`src/rtl/arc_pkg.sv`:
```
// Shared types and constants for the address resolution cache.
// Used by arc_table, arc_ctrl and address_resolution_cache; depends on nothing.
`timescale 1ns / 1ps
`default_nettype none

package arc_pkg;

  // default table depth
  localparam int EntriesDef = 32;

  // field widths
  localparam int IpW     = 32;
  localparam int MacW    = 48;
  localparam int StatusW = 2;

  // command codes carried on the input tuser
  localparam logic CMD_LOOKUP = 1'b0;
  localparam logic CMD_INSERT = 1'b1;

  // result status codes carried on the output tuser
  typedef enum logic [StatusW-1:0] {
    ST_HIT    = 2'd0,
    ST_MISS   = 2'd1,
    ST_INSERT = 2'd2,
    ST_FULL   = 2'd3
  } status_e;

  // one stored table entry, ip in the low bits
  typedef struct packed {
    logic [MacW-1:0] mac;
    logic [IpW-1:0]  ip;
  } entry_t;

  // memory port controls from the sequencer
  typedef struct packed {
    logic wr_en;
    logic rd_en;
  } mem_ctl_t;

endpackage

`default_nettype wire

```
`src/rtl/arc_table.sv`:
```
// Entry memory of the address resolution cache: one write port, one
// registered read port. Depends on arc_pkg for the entry type.
`timescale 1ns / 1ps
`default_nettype none

module arc_table #(
  parameter int Entries = arc_pkg::EntriesDef,
  parameter int AddrW   = (Entries > 1) ? $clog2(Entries) : 1
) (
  input  wire logic                 clk_i,
  input  wire arc_pkg::mem_ctl_t    mem_ctl_i,
  input  wire logic [AddrW-1:0]     wr_addr_i,
  input  wire arc_pkg::entry_t      wr_data_i,
  input  wire logic [AddrW-1:0]     rd_addr_i,
  output arc_pkg::entry_t           rd_data_o
);

  arc_pkg::entry_t mem_q [Entries];
  arc_pkg::entry_t rd_data_q;

  // write port and registered read port
  always_ff @(posedge clk_i) begin
    if (mem_ctl_i.wr_en) begin
      mem_q[wr_addr_i] <= wr_data_i;
    end
    if (mem_ctl_i.rd_en) begin
      rd_data_q <= mem_q[rd_addr_i];
    end
  end

  assign rd_data_o = rd_data_q;

endmodule

`default_nettype wire

```
`src/rtl/arc_ctrl.sv`:
```
// Sequencer of the address resolution cache: fill count, insert, lookup scan
// over the entry memory and the output register. Depends on arc_pkg.
`timescale 1ns / 1ps
`default_nettype none

module arc_ctrl #(
  parameter int Entries = arc_pkg::EntriesDef,
  parameter int AddrW   = (Entries > 1) ? $clog2(Entries) : 1,
  parameter int CountW  = $clog2(Entries + 1)
) (
  input  wire logic                        clk_i,
  input  wire logic                        rst_ni,
  // input items
  input  wire logic                        s_valid_i,
  output logic                             s_ready_o,
  input  wire logic                        s_cmd_i,
  input  wire arc_pkg::entry_t             s_entry_i,
  // result items
  output logic                             m_valid_o,
  input  wire logic                        m_ready_i,
  output arc_pkg::status_e                 m_status_o,
  output logic [arc_pkg::MacW-1:0]         m_mac_o,
  // entry memory
  output arc_pkg::mem_ctl_t                mem_ctl_o,
  output logic [AddrW-1:0]                 wr_addr_o,
  output arc_pkg::entry_t                  wr_data_o,
  output logic [AddrW-1:0]                 rd_addr_o,
  input  wire arc_pkg::entry_t             rd_data_i
);

  typedef enum logic [1:0] {
    S_IDLE,
    S_SCAN,
    S_DONE
  } state_e;

  state_e                     state_q, state_d;
  logic [CountW-1:0]          count_q, count_d;
  logic [AddrW-1:0]           idx_q, idx_d;
  logic [arc_pkg::IpW-1:0]    key_q, key_d;
  arc_pkg::status_e           res_status_q, res_status_d;
  logic [arc_pkg::MacW-1:0]   res_mac_q, res_mac_d;
  logic                       out_valid_q, out_valid_d;
  arc_pkg::status_e           out_status_q, out_status_d;
  logic [arc_pkg::MacW-1:0]   out_mac_q, out_mac_d;

  logic [AddrW-1:0]           idx_next;
  logic                       scan_last;

  assign idx_next  = AddrW'(idx_q + 1'b1);
  assign scan_last = (CountW'(idx_q) + CountW'(1)) == count_q;

  // entries fill from index 0 upward and are never freed, so the fill count
  // is both the next free slot and the bound of valid entries
  always_comb begin
    state_d      = state_q;
    count_d      = count_q;
    idx_d        = idx_q;
    key_d        = key_q;
    res_status_d = res_status_q;
    res_mac_d    = res_mac_q;
    out_valid_d  = out_valid_q;
    out_status_d = out_status_q;
    out_mac_d    = out_mac_q;
    mem_ctl_o    = '0;
    wr_addr_o    = count_q[AddrW-1:0];
    wr_data_o    = s_entry_i;
    rd_addr_o    = '0;

    // output register drains
    if (out_valid_q && m_ready_i) begin
      out_valid_d = 1'b0;
    end

    case (state_q)
      S_IDLE: begin
        if (s_valid_i) begin
          key_d     = s_entry_i.ip;
          res_mac_d = '0;
          if (s_cmd_i == arc_pkg::CMD_INSERT) begin
            if (count_q != CountW'(Entries)) begin
              mem_ctl_o.wr_en = 1'b1;
              count_d         = CountW'(count_q + 1'b1);
              res_status_d    = arc_pkg::ST_INSERT;
            end else begin
              res_status_d    = arc_pkg::ST_FULL;
            end
            state_d = S_DONE;
          end else if (count_q == '0) begin
            res_status_d = arc_pkg::ST_MISS;
            state_d      = S_DONE;
          end else begin
            mem_ctl_o.rd_en = 1'b1;
            rd_addr_o       = '0;
            idx_d           = '0;
            state_d         = S_SCAN;
          end
        end
      end
      // compare one entry per cycle, lowest index first
      S_SCAN: begin
        if (rd_data_i.ip == key_q) begin
          res_status_d = arc_pkg::ST_HIT;
          res_mac_d    = rd_data_i.mac;
          state_d      = S_DONE;
        end else if (scan_last) begin
          res_status_d = arc_pkg::ST_MISS;
          state_d      = S_DONE;
        end else begin
          mem_ctl_o.rd_en = 1'b1;
          rd_addr_o       = idx_next;
          idx_d           = idx_next;
        end
      end
      // hand the result to the output register once it is free
      S_DONE: begin
        if (!out_valid_q || m_ready_i) begin
          out_valid_d  = 1'b1;
          out_status_d = res_status_q;
          out_mac_d    = res_mac_q;
          state_d      = S_IDLE;
        end
      end
      default: begin
        state_d = S_IDLE;
      end
    endcase
  end

  // state and registered outputs
  always_ff @(posedge clk_i or negedge rst_ni) begin
    if (!rst_ni) begin
      state_q      <= S_IDLE;
      count_q      <= '0;
      idx_q        <= '0;
      key_q        <= '0;
      res_status_q <= arc_pkg::ST_MISS;
      res_mac_q    <= '0;
      out_valid_q  <= 1'b0;
      out_status_q <= arc_pkg::ST_MISS;
      out_mac_q    <= '0;
    end else begin
      state_q      <= state_d;
      count_q      <= count_d;
      idx_q        <= idx_d;
      key_q        <= key_d;
      res_status_q <= res_status_d;
      res_mac_q    <= res_mac_d;
      out_valid_q  <= out_valid_d;
      out_status_q <= out_status_d;
      out_mac_q    <= out_mac_d;
    end
  end

  assign s_ready_o  = (state_q == S_IDLE);
  assign m_valid_o  = out_valid_q;
  assign m_status_o = out_status_q;
  assign m_mac_o    = out_mac_q;

endmodule

`default_nettype wire

```
`src/rtl/address_resolution_cache.sv`:
```
// Fully associative IPv4 to MAC address table, top level.
// Depends on arc_pkg, arc_table and arc_ctrl.
//
// Each input item is an insert or a lookup and yields one result item. An
// insert stores the pair in the next free entry (entries fill from index 0
// and are only cleared by reset, no duplicate check) or reports the table
// full. A lookup scans the stored entries from index 0 through a single
// memory read port, one entry per cycle, and returns the MAC of the first
// match or a miss. An insert, or a lookup on an empty table, goes from
// idle straight to the done state; a lookup stays in the scan state until
// it hits or has compared all n stored entries, at most Entries of them.
// A finished result sits in an output register, and the next item is taken
// while it waits. Reset takes effect at once: no clearing pass is needed.
`timescale 1ns / 1ps
`default_nettype none

module address_resolution_cache #(
  parameter int Entries = arc_pkg::EntriesDef
) (
  input  wire logic        clk_i,
  input  wire logic        rst_ni,
  // input items
  input  wire logic        s_axis_tvalid,
  output logic             s_axis_tready,
  input  wire logic [79:0] s_axis_tdata,   // ip_address [31:0], mac_address [79:32]
  input  wire logic        s_axis_tuser,   // command [0]
  // result items
  output logic             m_axis_tvalid,
  input  wire logic        m_axis_tready,
  output logic [47:0]      m_axis_tdata,   // mac_found [47:0]
  output logic [1:0]       m_axis_tuser    // status [1:0]
);

  localparam int AddrW  = (Entries > 1) ? $clog2(Entries) : 1;
  localparam int CountW = $clog2(Entries + 1);

  arc_pkg::entry_t   s_entry;
  arc_pkg::mem_ctl_t mem_ctl;
  arc_pkg::entry_t   wr_data;
  arc_pkg::entry_t   rd_data;
  arc_pkg::status_e  m_status;
  logic [AddrW-1:0]  wr_addr;
  logic [AddrW-1:0]  rd_addr;

  // unpack the input item
  assign s_entry.ip  = s_axis_tdata[31:0];
  assign s_entry.mac = s_axis_tdata[79:32];

  arc_ctrl #(
    .Entries (Entries),
    .AddrW   (AddrW),
    .CountW  (CountW)
  ) u_ctrl (
    .clk_i      (clk_i),
    .rst_ni     (rst_ni),
    .s_valid_i  (s_axis_tvalid),
    .s_ready_o  (s_axis_tready),
    .s_cmd_i    (s_axis_tuser),
    .s_entry_i  (s_entry),
    .m_valid_o  (m_axis_tvalid),
    .m_ready_i  (m_axis_tready),
    .m_status_o (m_status),
    .m_mac_o    (m_axis_tdata),
    .mem_ctl_o  (mem_ctl),
    .wr_addr_o  (wr_addr),
    .wr_data_o  (wr_data),
    .rd_addr_o  (rd_addr),
    .rd_data_i  (rd_data)
  );

  arc_table #(
    .Entries (Entries),
    .AddrW   (AddrW)
  ) u_table (
    .clk_i     (clk_i),
    .mem_ctl_i (mem_ctl),
    .wr_addr_i (wr_addr),
    .wr_data_i (wr_data),
    .rd_addr_i (rd_addr),
    .rd_data_o (rd_data)
  );

  assign m_axis_tuser = m_status;

endmodule

`default_nettype wire
```
`config.mk`:
```
export PLATFORM = sky130hd
export DESIGN_NAME = address_resolution_cache
export DESIGN_NICKNAME = d
export VERILOG_FILES = /design/src/rtl/arc_pkg.sv /design/src/rtl/arc_table.sv /design/src/rtl/arc_ctrl.sv /design/src/rtl/address_resolution_cache.sv
export SDC_FILE = /design/constraint.sdc
export NUM_CORES = 2
export LEC_CHECK = 0
export BUFFER_PORTS_ARGS = -buffer_cell sky130_fd_sc_hd__buf_2
export CAP_MARGIN = 10
export CORE_ASPECT_RATIO = 0.75
export CORE_UTILIZATION = 62
export CTS_BUF_LIST = sky130_fd_sc_hd__clkbuf_8
export CTS_CLUSTER_SIZE = 30
export DETAILED_ROUTE_END_ITERATION = 16
export PLACE_DENSITY = 0.77
export SETUP_SLACK_MARGIN = 0.1
export SLEW_MARGIN = 25
export SYNTH_ARGS = -nofsm -noshare
export SYNTH_HDL_FRONTEND = slang
export SYNTH_SLANG_ARGS = --single-unit
```
`constraint.sdc`:
```
create_clock -name clk_i -period 10.9 [get_ports clk_i]
set_clock_uncertainty 0.05 [all_clocks]
set_input_delay 2.18 -clock clk_i [delete_from_list [all_inputs] [get_ports clk_i]]
set_output_delay 2.18 -clock clk_i [all_outputs]
set_load 0.1 [all_outputs]
```
==> metrics.md <==
| Metric | Value |
|---|---|
| Status | `finished clean` |
| Post-synth design cell area | `108300 sq um` |
| Post-Place Setup Slack | `4508 ps` |
| WL final | `305.3 mm` |
| Final HPWL DP | `151.1 mm` |
| Adder-Cell Fraction of Synth Area | `0.05777%` |
| Fin nets | `6860` |
| Combinational share of power | `29.3%` |
| Initial Util | `62.56%` |
| Pleak | `38.97 nW` |
| Largest net degree at the start of global routing | `179` |
| Crit path time final | `6537 ps` |
| CP required | `11680 ps` |
| Hold Fails Final Rpt | `0` |
| Worst-skew pair later-pin latency | `1110 ps` |
| FILL cells | `10900` |
| Setup slack after layout | `4363 ps` |
| Max-cap violations | `0` |
| Actual slew at the worst max-slew pin | `1189 ps` |
| Syn_area_per_cell | `16.48 sq um` |
| Clk network pwr share | `26.5%` |
| Switching Fraction | `36.00%` |
| Global route overflow | `0` |
| Reg power frac | `44.2%` |
| Core area | `173100 sq um` |
| Clk slew on worst S/H paths | `60 ps` |
| Top Ports | `137` |
| Worst rel slew slack | `19.99%` |
| Hold-fix buffers, CTS | `0` |
| Gpl congestion | `0.8587` |
| WS Path Type | `reg2reg` |
| Post-synth EDFFs | `2640` |
| H-tree lvl count | `5` |
| DRC viols | `0` |
| Setup crit end kind | `register` |
| Crit Path Max Fanout | `58` |
| Number of global-route vias before repair | `64460` |
| Post-CTS Setup Bufs | `0` |
| Syn Inst Count | `6572` |
| FFs w/ async S/R, synth | `5.240%` |
| Die H | `363.9 microns` |
| Cts bufs inserted | `411` |
| Ys flop type | `edfxtp_1` |
| HP Class | `reg2reg` |
| Drt via density | `7.027` |
| Seq/Total Area, Yosys | `76.58%` |
| Internal Power | `0.01847 W` |
| Most common cell after layout, fill and taps aside | `edfxtp_1` |
| Most frequent cells in the layout | `2640 x edfxtp_1, 537 x nand2_1, 437 x clkbuf_8` |
| Total Neg Setup Slack | `0 ps` |
| Drt wl/cell | `32.55 microns` |
| Post-cts resize count | `0` |
| Layout cells sized above 1 | `17.27%` |
| Vias | `65920` |
| Area grow syn2layout | `9.813%` |
| Clock sinks | `2786` |
| CTS tree | `yes` |
| Peak supply drop | `0.2595 mV` |
| RSZ-0062 raised after global routing | `no` |
| FF+latch count, synth | `2786` |
| Max Transition Viols Final | `0` |
| Reg area | `82940 sq um` |
| Arrival time worst endpoint | `7320 ps` |
| Switch Pwr | `0.01039 W` |
| Die W | `484.6 microns` |
| Clock tree buffer depth | `4` |
| Total GRT Usage | `34.50%` |
| Pwr dens | `242.7 nW/um^2` |
| Synth unique cells | `73` |
| Router iterations before antenna repair | `7` |
| Synth Area in XOR/XNOR | `0.4310%` |
| Main combinational cell family by area after synthesis | `compound AO/OA/AOI/OAI gates` |
| Root Buffer | `clkbuf_8` |
| Row Count | `132` |
| Simple-gate share of the synthesized area | `5.872%` |
| Die area | `176400 sq um` |
| Post-synthesis compound-gate area fraction | `8.784%` |
| 1st-iter DRT viols | `10490` |
| Initial antenna violation count | `16` |
| Mux share of post-synthesis cell area | `6.197%` |
| Critical Path Start Type | `register` |
| # port buffers | `136` |
| Crit share post-route | `59.97%` |
| Final ANT Viol Nets | `0` |
| Multi-input combinational cell area | `23590 sq um` |
| First-pass GRT wire length | `438.3 mm` |
| # setup viols final | `0` |
| Maximum clock rate | `0.1530 GHz` |
| Net count after synthesis | `6662` |
| Yosys Warn Count | `0` |
## registers in the layout, summed over array words and instances, names as in the netlist
| signal | flops |
|---|---|
| u_ctrl.count_q | 6 |
| u_ctrl.state_q | 2 |
| u_ctrl.m_status_o | 2 |
| u_table.rd_data_o | 80 |
| u_ctrl.m_mac_o | 48 |
| u_ctrl.key_q | 32 |
| u_ctrl.res_mac_q | 48 |
| u_ctrl.res_status_q | 2 |
| u_ctrl.idx_q | 5 |
| u_table.mem_q | 2560 |
| u_ctrl.m_valid_o | 1 |
## synth_stat cells (all sizes together), types with 78 or more instances
master,count,area share [%]
edfxtp,2640,73
nand2,541,1.9
clkbuf,404,1.4
o21ai,295,1.4
mux2,287,3.0
nand3,244,1.1
nand4,238,1.4
nor2,212,0.75
mux2i,163,1.5
a32oi,160,1.3
a211oi,158,1.1
dfrtp,144,3.3
inv,87,0.30
o22ai,83,0.48
buf,82,0.37
mux4,82,1.7
o21a,81,0.56
and2,80,0.46
a311oi,79,0.64
o211ai,79,0.55
o2bb2ai,79,0.64
o41ai,78,0.63
## critical path: stages (launching register included)
cell       delay (ps)
dfrtp_4           720
ha_4              970
xor2_1            200
nor2_1             70
o2111ai_2         120
o21a_4            770
nand3_4           810
nor2_4            280
buf_4             740
buf_4             780
a211oi_1          210
o41ai_1           480
## metrics by stage
step	hold WS (ps)	utilization, %	cells	power [W]	instance area (sq um)
final	425.6	68.70	9381	0.02886	118900
after global routing	453.8	68.69	9374	0.02965	118900
after CTS	428.4	68.61	9363	0.02862	118800
after detailed placement	415.2	64.42	8631	0.02113	111500
after global placement	411.8	64.40	8631	0.02095	111500
after floorplan	381.8	-	6572	0.01828	108300
## cells by family (layout without fill, tap and decap cells)
logic type / after synthesis / in the layout
other cells: 0 / 14
buf+inv: 573 / 1090
compound gates: 1273 / 1273
fa+ha+maj: 5 / 5
flops: 2786 / 2786
mux: 532 / 532
xor+xnor: 49 / 49
simple gates: 1354 / 1354
## worst paths after layout
kind	start	end	slack, ps	cells after the start
max in group asynchronous	rst_ni	u_ctrl.idx_q[0]	8170	2
setup reg to reg	u_ctrl.idx_q[0]	u_table.rd_data_o[32]	4360	11
setup / recovery	u_ctrl.idx_q[0]	u_table.rd_data_o[32]	4360	11
hold / removal	u_ctrl.res_mac_q[44]	u_ctrl.res_mac_q[44]	430	2
min in group asynchronous	rst_ni	u_ctrl.m_mac_o[36]	1160	1
hold reg to reg	u_ctrl.res_mac_q[44]	u_ctrl.res_mac_q[44]	430	2
## power by group through the flow
| stage | combinational [W] | clock [W] | sequential, W |
|---|---|---|---|
| final | 0.00846 | 0.00765 | 0.0127 |
| after global placement | 0.00801 | 0 | 0.0129 |
| after detailed placement | 0.00817 | 0 | 0.0130 |
| after global routing | 0.00874 | 0.00813 | 0.0128 |
| after CTS | 0.00820 | 0.00768 | 0.0127 |
| after floorplan | 0.00479 | 0 | 0.0135 |
## metal layers
layer	track usage (%)	vias to the layer above	routed length [microns]
met5	0	-	28
met4	15.01	4	13220
met3	9.973	919	44910
met2	50.40	5494	134400
met1	48.89	32800	112800
li1	-	26700	-
## cell type report
cell class	count	share of cell area [%]
repair buffers	271	1.601
inverters	87	0.2830
clock buffers	436	5.046
well taps	2278	2.397
clock inverters	296	1.064
multi-input cells	3213	19.84
flip-flops and latches	2786	69.74
diodes	14	0.02946
No activity file was read; power rests on OpenSTA's default activity.
